## src/rtl/core/weighted_move_to_front_stack_top_macros.svh

```systemverilog
// Assertion macros for the weighted move-to-front stack.
// They are active in simulation and empty in synthesis.
// The enclosing module must have clk_i and rst_ni.
`ifndef WEIGHTED_MOVE_TO_FRONT_STACK_TOP_MACROS_SVH
`define WEIGHTED_MOVE_TO_FRONT_STACK_TOP_MACROS_SVH

`ifndef SYNTHESIS

// The condition holds in the same cycle as the trigger.
`define WMTF_ASSERT_IMP(lbl, ante, cons, msg) \
  lbl: assert property (@(posedge clk_i) disable iff (!rst_ni) (ante) |-> (cons)) \
    else $error(msg);

// The condition holds in the cycle after the trigger.
`define WMTF_ASSERT_NXT(lbl, ante, cons, msg) \
  lbl: assert property (@(posedge clk_i) disable iff (!rst_ni) (ante) |=> (cons)) \
    else $error(msg);

`else

`define WMTF_ASSERT_IMP(lbl, ante, cons, msg)
`define WMTF_ASSERT_NXT(lbl, ante, cons, msg)

`endif

`endif

```

## src/rtl/core/wmtf_pkg.sv

```systemverilog
package wmtf_pkg;

  // Sizes of the stack and the weight table.
  localparam int NUM_ITEMS   = 512;
  localparam int WEIGHT_BITS = 16;
  localparam int IDX_W       = $clog2(NUM_ITEMS);

  // Fixed field widths.
  localparam int ID_W    = 9;
  localparam int WIN_W   = 16;
  localparam int COST_W  = 25;
  localparam int TOTAL_W = 48;

  typedef enum logic {
    OP_LOAD = 1'b0,
    OP_REQ  = 1'b1
  } op_e;

  // An item as it travels down the row of cells. For a load, id and wt are
  // the target and its new weight. For a request, id is the target, while
  // cid and wt are the entry being pushed down the stack.
  typedef struct packed {
    logic                   valid;
    op_e                    op;
    logic                   done;
    logic [ID_W-1:0]        id;
    logic [ID_W-1:0]        cid;
    logic [WEIGHT_BITS-1:0] wt;
    logic [COST_W-1:0]      cost;
  } tok_t;

endpackage

```

## src/rtl/core/wmtf_cell.sv

```systemverilog
module wmtf_cell (
  input  logic          clk_i,
  input  logic          rst_ni,
  input  logic          adv_i,
  input  wmtf_pkg::tok_t tok_i,
  output wmtf_pkg::tok_t tok_o,
  output logic          occ_o
);
  import wmtf_pkg::*;

  logic                   occ_q, occ_d;
  logic [ID_W-1:0]        id_q, id_d;
  logic [WEIGHT_BITS-1:0] wt_q, wt_d;
  tok_t                   tok_q, tok_d;
  logic                   match;
  logic [COST_W:0]        cost_sum;

  assign match    = occ_q && (id_q == tok_i.id);
  assign cost_sum = {1'b0, tok_i.cost} + (COST_W+1)'(wt_q);

  // One stack entry: a load refreshes the weight of a matching entry, a
  // request swaps its carried entry with this one until it finds its target
  // or an empty place.
  always_comb begin
    occ_d = occ_q;
    id_d  = id_q;
    wt_d  = wt_q;
    tok_d = tok_i;
    if (tok_i.valid) begin
      case (tok_i.op)
        OP_LOAD: begin
          if (match) begin
            wt_d = tok_i.wt;
          end
        end
        OP_REQ: begin
          if (!tok_i.done) begin
            id_d  = tok_i.cid;
            wt_d  = tok_i.wt;
            occ_d = 1'b1;
            if (match || !occ_q) begin
              tok_d.done = 1'b1;
            end else begin
              tok_d.cid  = id_q;
              tok_d.wt   = wt_q;
              tok_d.cost = cost_sum[COST_W] ? {COST_W{1'b1}} : cost_sum[COST_W-1:0];
            end
          end
        end
        default: ;
      endcase
    end
  end

  // Occupancy and the outgoing item are control state.
  always_ff @(posedge clk_i or negedge rst_ni) begin
    if (!rst_ni) begin
      occ_q <= 1'b0;
      tok_q <= '0;
    end else if (adv_i) begin
      occ_q <= occ_d;
      tok_q <= tok_d;
    end
  end

  // The stored id and weight need no reset.
  always_ff @(posedge clk_i) begin
    if (adv_i) begin
      id_q <= id_d;
      wt_q <= wt_d;
    end
  end

  assign tok_o = tok_q;
  assign occ_o = occ_q;

endmodule

```

## config.mk

```make
export PLATFORM = sky130hd
export DESIGN_NAME = wmtf_cell
export DESIGN_NICKNAME = d
export VERILOG_FILES = /design/src/rtl/core/weighted_move_to_front_stack_top_macros.svh /design/src/rtl/core/wmtf_pkg.sv /design/src/rtl/core/wmtf_cell.sv
export SDC_FILE = /design/constraint.sdc
export NUM_CORES = 1
export LEC_CHECK = 0
export BUFFER_PORTS_ARGS = -buffer_cell sky130_fd_sc_hd__buf_2
export CAP_MARGIN = 0
export CORE_ASPECT_RATIO = 0.75
export CORE_UTILIZATION = 51
export CTS_CLUSTER_DIAMETER = 120
export DETAILED_ROUTE_END_ITERATION = 16
export PLACE_DENSITY = 0.78
export SETUP_SLACK_MARGIN = 0.5
export SLEW_MARGIN = 25
export SYNTH_ARGS = -nofsm -noshare
export SYNTH_HDL_FRONTEND = slang
export SYNTH_SLANG_ARGS = --single-unit
```

## constraint.sdc

```tcl
create_clock -name clk_i -period 5.9 [get_ports clk_i]
set_clock_uncertainty 0.2 [all_clocks]
set_input_delay 0.295 -clock clk_i [delete_from_list [all_inputs] [get_ports clk_i]]
set_output_delay 0.295 -clock clk_i [all_outputs]
set_load 0.05 [all_outputs]
```

==> metrics.md, run 1 <==
| Metric | Value |
|---|---|
| Wire per inst | around 17 um |
| Sw power | 568 uW |
| Cell Pwr Density | 284 mW/mm^2 |
| DR iter-0 viols | between 200 and 300 |
| Clk pwr share | 32.0% |
| Number of CTS-inserted buffers | 9 |
| Number of cells on the worst hold path | 2 |
| # fillers | just under 700 |
| Synth Flop Type | dfrtp_1 |
| CTS H-tree depth | 3 |
| Final hold violations | 0 |
| CP Buf/Inv Count | 0 |
| Largest net degree at the start of global routing | 64 |
| Yosys reg bits | slightly below 90 |
| Outcome | finished, violations left |
| GRT overflow | 0 |
| First-pass GRT wire length | about 20000 um |
| Post-Syn Instances | between 400 and 500 |
| Net Count, Synth | approximately 540 |
| Hold Crit Class | in2reg |
| Antenna Cells | 0 |
| Number of vias after detailed routing | around 4100 |
| Vias in the first global route | ~3900 |
| CTS tree | yes |
| Crit-path max FO | 19 |
| Vias/cell | approximately 5.7 |
| Slew HR | between 30% and 40% |
| Synth cell types | 55 |
| Sw Share | about a third |
| DP Area | approximately 0.0053 mm^2 |
| Core area | about 0.0086 mm^2 |
| Area added between synthesis and finish | 27.5% |
| Max IR drop VDD | 0.237 mV |
| Final setup fails | 0 |
| Ys async rst share | 71.6% |
| Syn_area_per_cell | 9.99 um^2 |
| Post-CTS Hold Fix Bufs | 26 |
| Largest stage delay on the critical path | between 0.7 and 0.8 ns |
| GP Congestion | between 0.9 and 1 |
| Worst-Margin Slew | roughly 1.0 ns |
| Die footprint | approximately 0.0094 mm^2 |
| Initial antenna violation count | 0 |
| Layout cells sized above 1 | between 20% and 30% |
| HP Start | tok_i[57] |
| Critical path class | reg2reg |
| Worst r2r path cells | 8 |
| Die Wd | 112 um |
| Clock transition at path regs | roughly 0.070 ns |
| Fin. max-slew vios | 0 |
| Crit path required time | roughly 6.0 ns |
| Crit path time final | 3.18 ns |
| Register share of total power | a little over two fifths |
| IO Pins | 128 |
| DRC viols | 6 |
| Antenna Violating Nets Remaining | 0 |
| Final #Nets | slightly below 700 |
| # Post-CTS Setup Buffers | 0 |
| Post-CTS sizing | 0 |
| RSZ-0062 raised after global routing | no |
| Maximum clock rate | approximately 310 MHz |
| Worst reg2reg startpoint | wt_q[11] |
| Post-synthesis cell area | ~0.0046 mm^2 |
| Tcrit/Tclk final | 53.9% |
| EDFF count, synth | 25 |
| CP Capture Type | flop |
| Worst skew pair latency | ~0.34 ns |
| Die Height | around 84 um |
| Comb pwr share | 25.7% |
| Clk buf depth | 2 |
| Failing checks | design-rule violations |
| Initial core utilization | a little over half |
| I/O Buffers | approximately 130 |
| Clock sink total | around 90 |
| All-Layer GR Usage | between 20 and 30% |
| Root Driver | clkbuf_16 |
| Rows | 29 |
| Static leakage | 2.54 nW |
| CP Data Arrival Time | ~3.3 ns |
| FF-to-FF End | tok_o[18] |
| Total wire length | ~12000 um |
| Worst path cell trace | ha_1 -> nand4_2 -> o22ai_2 -> o21ai_1 -> o21bai_2 -> nor3b_4 -> nand2b_4 -> o221a_2 |
| Drt first pass iters | 11 |
| R2R setup slack | 2.72 ns |
| Worst path slowest cell | nor3b_4 |
| Post-DP HPWL | roughly 8600 um |
| Design Area, Final | between 0.005 and 0.006 mm^2 |
| Setup crit start kind | flop |
| Seq/Total Area, Yosys | 50.5% |
| TNS Setup | 0 ns |
| Ys Warns | 0 |
| Internal Pwr Total | 1.10 mW |
| Top cell family by delay on the critical path | simple AND/OR/NAND/NOR gates |
| Max-cap violations | 0 |
| Hold endpoint | tok_o[57] |
synthesized netlist by cell type (2+ instances only):
library cell   n  share of area, %
dfrtp_1       63                34
nand2_1       73               6.0
nand3b_1       2              0.33
mux2_2        10               2.4
xnor2_1       14               2.7
buf_2          5              0.54
nand2b_1       2              0.27
xor2_1        11               2.1
a21oi_1       16               1.7
and3_1         2              0.27
o21ai_1        4              0.43
a211oi_1       4              0.65
edfxtp_1      25                16
ha_1          16               4.3
inv_1         10              0.82
o22ai_1        4              0.54
nand4_1        4              0.54
nor3_1        17               1.8
o221a_2        2              0.49
or3_1          3              0.41
a21o_1         4              0.65
clkbuf_1      15               1.2
o2bb2ai_1      9               1.7
o211ai_1       5              0.82
a311o_1        2              0.43
nand3_1       11               1.2
nor2_1        44               3.6
or2_2          4              0.54
o21ai_0       22               2.4
a31oi_1       30               4.1
o221ai_1       3              0.57
o31ai_1        2              0.33
how the worst max path moves through the flow:
stage               from   endpoint  cells after the start
3_5_place_dp    wt_q[11]  tok_o[18]                      8
4_1_cts         wt_q[11]  tok_o[18]                      8
3_3_place_gp   tok_i[11]  tok_o[18]                      9
5_1_grt         wt_q[11]  tok_o[22]                      8
2_1_floorplan    wt_q[0]  tok_o[18]                      9
6_report        wt_q[11]  tok_o[18]                      8
flip-flops by register name, indices dropped and copies added (netlist names):
register,count
id_q,9
wt_q,16
tok_o,62
occ_o,1
cells by family (layout without fill, tap and decap cells):
| family | count (synthesis) | in the layout | synth area share [%] |
|---|---|---|---|
| simple gates | 167 | 167 | 16.2 |
| compound gates | 122 | 122 | 18.4 |
| flops | 88 | 88 | 50.5 |
| buf+inv | 32 | 183 | 2.91 |
| xor+xnor | 25 | 25 | 4.76 |
| fa+ha+maj | 17 | 17 | 4.78 |
| mux | 10 | 10 | 2.45 |
area by class of cell:
class                           count  area (um^2)  area share [%]
Sequential cell                    88         2330            39.6
Multi-Input combinational cell    341         2170            36.9
Timing Repair Buffer              158          933            15.9
Clock buffer                       10          239            4.07
Tap cell                          108          135            2.30
Inverter                           10         37.5           0.639
Clock inverter                      5         32.5           0.554
power groups by stage:
stage	Combinational [mW]	Clock, mW	Sequential, mW
5_1_grt	0.457	0.564	0.710
4_1_cts	0.428	0.542	0.705
2_1_floorplan	0.140	0	0.866
3_5_place_dp	0.414	0	0.716
3_3_place_gp	0.408	0	0.714
6_report	0.428	0.534	0.705
per-layer routing:
metal  wire length, um  global-route usage, %
met1              5570                   37.4
met2              5460                   42.5
met3              1170                   9.17
met4               154                   7.86
met5                 0                      0
per-stage QoR:
stage               worst slack [ns]  power, mW  hold slack, ns  std cells  util, %
floorplan                       3.26       1.01          -0.201        461        -
global placement                2.87       1.12           0.261        679     62.1
detailed placement              2.77       1.13           0.268        679     62.1
CTS                             2.73       1.67         0.00194        720     68.3
global route                    2.49       1.73          0.0129        720     68.3
finish                          2.72       1.67          0.0115        720     68.3
layout by cell type, fill, tap and decap left out, drive strengths merged, types with 2 or more instances in the layout:
cell,Yosys,layout
ha,16,16
clkinv,0,2
o2bb2ai,9,9
nand2,73,73
a311o,2,2
dlygate4sd3,0,26
o221ai,3,3
o31ai,2,2
a21oi,16,16
edfxtp,25,25
clkinvlp,0,2
clkbuf,15,10
a211oi,4,4
xnor2,14,14
or2,4,4
nor3,17,17
o311ai,2,2
a31oi,30,30
inv,10,11
o221a,2,2
or3,3,3
o21ai,27,27
nand3b,2,2
a21o,4,4
nand4,5,5
nand2b,3,3
o211ai,5,5
dfrtp,63,63
mux2,10,10
nor2,44,44
o21bai,2,2
xor2,11,11
buf,7,132
and3,2,2
nand3,11,11
o22ai,5,5
Note: power is estimated with default switching activity, not from simulation.
==> run 2, diff against run 1 <==
- CORE_UTILIZATION: 51 -> 48
- PLACE_DENSITY: 0.78 -> 0.77
- clock period: 5.9 -> 2.6 ns (I/O delays scaled with it)
==> run 2 against run 1 <==
- the run ends with negative setup slack left
- global-route usage grew 7.7 points
- clock power grew to 2.5 times the previous value
- combinational power grew to 3.4 times the previous value
- critical path depth is the same
- fmax grew 16%
- sequential cell count is the same
==> metrics.md, run 2 (same netlist as run 1, synthesis figures left out) <==
| Metric | Value |
|---|---|
| Drt first pass iters | 6 |
| First-pass GRT wire length | 26000 um |
| I/O Buffers | ~130 |
| Reg area | 0.00233 mm^2 |
| Cell Pwr Density | 558 mW/mm^2 |
| Number of vias after detailed routing | about 5600 |
| Initial core utilization | about 50% |
| Clock sink total | between 80 and 90 |
| Die Height | roughly 87 um |
| Clock transition at path regs | 0.07 ns |
| Crit-path max FO | 6 |
| DRC viols | 0 |
| Crit path time final | 2.73 ns |
| Fin. max-slew vios | 0 |
| Antenna Violating Nets Remaining | 0 |
| Hold Crit Class | in2reg |
| Area added between synthesis and finish | 71.8% |
| CP Data Arrival Time | roughly 2.8 ns |
| Placement Setup Slack | 0.0568 ns |
| CP Capture Type | flop |
| Vias in the first global route | 4912 |
| Vias/cell | between 6 and 7 |
| Number of CTS-inserted buffers | 9 |
| Largest net degree at the start of global routing | 56 |
| CTS tree | yes |
| Commonest non-fill, non-tap cell in the layout | buf_2 |
| Most frequent cells in the layout | 127 x buf_2, 63 x dfrtp_1, 62 x dlygate4sd3_1 |
| DR iter-0 viols | approximately 650 |
| TNS Setup | -1.12 ns |
| CTS H-tree depth | 3 |
| Maximum clock rate | between 300 and 400 MHz |
| Worst-Margin Slew | around 0.82 ns |
| Die footprint | around 0.01 mm^2 |
| Wire per inst | roughly 26 um |
| IO Pins | ~130 |
| Multi-input logic area | roughly 0.0031 mm^2 |
| Max IR drop VDD | just over 0.5 mV |
| Crit path required time | 2.65 ns |
| Core area | roughly 0.0092 mm^2 |
| Final core utilization | roughly 86% |
| Critical path class | reg2reg |
| GRT overflow | 0 |
| Slew HR | between 40% and 50% |
| Die Wd | between 100 and 150 um |
| Overall power | about 4.4 mW |
| # fillers | a little under 400 |
| DP Area | between 0.005 and 0.006 mm^2 |
| Max FFs per register | a little over 60 |
| Tcrit/Tclk final | 105% |
| Outcome | finished, violations left |
| Design Area, Final | roughly 0.0079 mm^2 |
| Post-DP HPWL | a little under 10000 um |
| Final hold violations | 0 |
| Final worst setup slack | -0.133 ns |
| Root Driver | clkbuf_16 |
| RSZ-0062 raised after global routing | yes |
| Total wire length | about 22000 um |
| Setup crit start kind | flop |
| Static leakage | 3.24 nW |
| Rows | 30 |
| Clk buf depth | 2 |
| GP Congestion | 0.928 |
| Final setup fails | 26 |
| All-Layer GR Usage | approximately a third |
| Worst skew pair latency | approximately 0.37 ns |
| Max-cap violations | 0 |
| Initial antenna violation count | 0 |
| Failing checks | negative setup slack |
| Layout cells sized above 1 | 48.3% |
| Final #Nets | 787 |
[run 2: worst paths after layout]
kind / start / end / slack [ns] / cells after the start
hold / removal: tok_i[18] / tok_o[18] / 0.01 / 3
setup / recovery: id_q[3] / tok_o[35] / -0.13 / 8
min in group asynchronous: rst_ni / tok_o[10] / 0.16 / 2
setup reg to reg: id_q[3] / tok_o[35] / -0.13 / 8
hold reg to reg: tok_o[19] / tok_o[19] / 0.28 / 2
max in group asynchronous: rst_ni / tok_o[0] / 1.39 / 3
[run 2: timing repair]
action | 4_1_cts | 5_1_grt
endpoints found under the setup margin | 66 | 75
hold buffers | 61 | 1
pin swaps | 50 | 61
setup buffers | 26 | 13
cloned | 6 | 2
gates resized for setup | 56 | 110
hold endpoints to repair | 111 | 1
[run 2: metrics by stage]
step                std cells  hold WS [ns]
finish                    839       0.00958
global route              838        0.0193
CTS                       822       -0.0341
detailed placement        713        0.0195
global placement          713        0.0135
floorplan                 461        -0.366
[run 2: routing by layer]
metal | share of wire (%) | global-route usage (%) | wire (um) | vias up
met5 | 0 | 0 | 0 | -
met4 | 7.7 | 12.9 | 1690 | 0
met3 | 12 | 8.81 | 2680 | 202
met2 | 45 | 58.2 | 9920 | 571
met1 | 35 | 45.4 | 7540 | 2613
li1 | - | - | - | 2176
[run 2: area by class of cell]
type / count / area share (%)
Timing Repair Buffer: 254 / 24.7
Clock buffer: 9 / 2.85
Multi-Input combinational cell: 342 / 39.6
Tap cell: 128 / 2.02
Clock inverter: 7 / 0.901
Sequential cell: 88 / 29.4
Antenna cell: 1 / 0.0316
Inverter: 10 / 0.474
[run 2: worst max-delay path, cell delays in order (launching register included)]
cell and delay, ns:
edfxtp_1 0.45, xnor2_1 0.24, nand2_1 0.31, o311ai_4 0.64, buf_6 0.22, buf_12 0.12, buf_8 0.13, nand2_2 0.05
a31oi_1 0.26
[run 2: where the power goes]
group | internal [mW] | leakage (nW) | total, mW | switching, mW
Clock | 0.747 | 0.145 | 1.35 | 0.607
Sequential | 1.54 | 0.951 | 1.62 | 0.0887
Combinational | 0.512 | 2.14 | 1.44 | 0.927
==> run 3, diff against run 2 <==
- SETUP_SLACK_MARGIN: 0.5 -> 0.05
==> run 3 against run 2 <==
- the flow now finishes without violations
- fmax increased by 6.8%
- sequential cell count unchanged
- clock power decreased by 8%
- worst hold slack got worse by 0.0068 ns
- count of clock-buffer cells in the layout increased by 2
- global-route usage decreased by 6.1 points
- via count decreased by 17%
- core utilization decreased by 12 points
==> metrics.md, run 3 (same netlist as run 1, synthesis figures left out) <==
| Metric | Value |
|---|---|
| Grt peak-use layer | met2 |
| GR Util met2 | between 40% and 50% |
| Die Height | 86.8 um |
| Multi-input logic area | approximately 0.0025 mm^2 |
| GRT overflow | 0 |
| DR iter-0 viols | 360 |
| Final hold violations | 0 |
| Max FFs per register | between 60 and 70 |
| CP Capture Type | flop |
| CTS tree | yes |
| Met1 Use GR | about 41% |
| TNS Setup | 0 ns |
| IO Pins | about 130 |
| Outcome | completed |
| Final setup fails | 0 |
| Clock transition at path regs | around 0.06 ns |
| Root Driver | clkbuf_16 |
| Vias/cell | around 5.7 |
| Tcrit/Tclk final | about 100% |
| CP Buf/Inv Count | 1 |
| Final hold slack | 0.00280 ns |
| Worst path cell trace | ha_4 -> buf_4 -> a21oi_4 -> nand2_2 -> a311oi_2 -> o21bai_2 -> nor3b_4 -> nand2b_4 -> a311o_1 |
| Area added between synthesis and finish | 47.6% |
| Total wire length | approximately 15000 um |
| Wire per inst | between 15 and 20 um |
| Rows | 30 |
| Slew HR | between 50% and 60% |
| Initial core utilization | 50.1% |
| Design Area, Final | roughly 0.0068 mm^2 |
| Largest stage delay on the critical path | ~0.44 ns |
| Number of CTS-inserted buffers | 9 |
| Initial antenna violation count | 0 |
| Max IR drop VDD | 0.562 mV |
| Reg area | between 0.002 and 0.0025 mm^2 |
| CP Data Arrival Time | around 2.6 ns |
| # fillers | ~630 |
| GP Congestion | roughly 0.95 |
| GR Util met3 | approximately 7.5% |
| Hold Crit Class | in2reg |
| DRC viols | 0 |
| Final #Nets | between 700 and 800 |
| Final worst setup slack | roughly 0.042 ns |
| Die footprint | around 0.01 mm^2 |
| Fin. max-slew vios | 0 |
| Die Wd | 115 um |
| Vias in the first global route | between 4000 and 5000 |
| RSZ-0062 raised after global routing | yes |
| Max-cap violations | 0 |
| Maximum clock rate | 391 MHz |
| CTS H-tree depth | 3 |
| Setup crit start kind | flop |
| All-Layer GR Usage | between 20 and 30% |
| Drt first pass iters | 5 |
| Clock sink total | 88 |
| Commonest non-fill, non-tap cell in the layout | buf_2 |
| Layout cells sized above 1 | between 30% and 40% |
| Antenna Cells | 0 |
| Core area | a little over 0.009 mm^2 |
| Most frequent cells in the layout | 127 x buf_2, 67 x nand2_1, 63 x dfrtp_1, 57 x dlygate4sd3_1, 42 x nor2_1 |
| I/O Buffers | around 130 |
| Crit-path max FO | 7 |
| Placement Setup Slack | -0.112 ns |
| Cell Pwr Density | approximately 600 mW/mm^2 |
| Clk buf depth | 2 |
| Crit path required time | between 2 and 3 ns |
| Worst skew pair latency | 0.34 ns |
| Static leakage | 2.88 nW |
| Worst-Margin Slew | 0.740 ns |
| Largest net degree at the start of global routing | 56 |
| Critical path class | reg2reg |
| Post-DP HPWL | around 9600 um |
| Number of vias after detailed routing | around 4600 |
| DP Area | 0.00555 mm^2 |
| Top cell family by delay on the critical path | compound AO/OA/AOI/OAI gates |
| Worst path slowest cell | edfxtp_1 |
| Crit path time final | between 2 and 3 ns |
| Antenna Violating Nets Remaining | 0 |
| First-pass GRT wire length | 21900 um |
==> run 3: cell count changes in the layout (fill, tap and decap cells not counted), sizes merged, moves of 2 or more <==
cell	delta
buf	-26
clkinv	-3
clkinvlp	+2
dlygate4sd3	-5
==> run 3: layout make-up <==
| type | count | share of cell area, % |
|---|---|---|
| clock inverters | 5 | 0.589 |
| flip-flops and latches | 88 | 34.2 |
| multi-input cells | 341 | 36.4 |
| repair buffers | 222 | 22.3 |
| inverters | 10 | 0.552 |
| well taps | 128 | 2.36 |
| clock buffers | 11 | 3.57 |
==> run 3: power breakdown <==
group	switching, mW	internal (mW)
registers	0.0697	1.54
logic	0.751	0.396
clock network	0.565	0.680
==> run 3: per-layer routing <==
metal / part of all wire (%) / up-vias
met4: 1.5 / 0
li1: - / 2102
met5: 0 / -
met1: 45 / 2222
met2: 45 / 242
met3: 8.7 / 28
==> run 3: worst paths after layout <==
path                               start        end  slack, ns  cells after the start
worst max-delay path             wt_q[6]  tok_o[16]       0.04                      9
worst min-delay path            tok_i[1]   tok_o[1]      0.003                      3
worst max register to register   wt_q[6]  tok_o[16]       0.04                      9
worst min register to register  tok_o[9]   tok_o[9]       0.28                      2
max in group asynchronous         rst_ni  tok_o[48]       1.36                      3
min in group asynchronous         rst_ni  tok_o[11]       0.18                      2
==> run 3: worst register-to-register path, cell delays in order (launching register included) <==
cell and delay, ns:
edfxtp_1 0.44, ha_4 0.29, buf_4 0.16, a21oi_4 0.17, nand2_2 0.10, a311oi_2 0.28, o21bai_2 0.10, nor3b_4 0.19
nand2b_4 0.16, a311o_1 0.34
==> run 3: stage by stage <==
step                total power [mW]  utilization (%)  cells
floorplan                       2.29                -    461
global placement                2.59             60.3    720
detailed placement              2.61             60.3    720
CTS                             3.92             71.1    799
global route                    4.14             73.9    805
finish                          4.00             73.9    805
==> run 3: timing repair <==
item / CTS / global route
endpoints found under the setup margin: 17 / 24
hold buffers: 57 / 0
gates cloned: 0 / 0
gates resized for setup: 13 / 44
hold endpoints to repair: 107 / 0
pin swaps: 7 / 29
setup buffers: 6 / 7
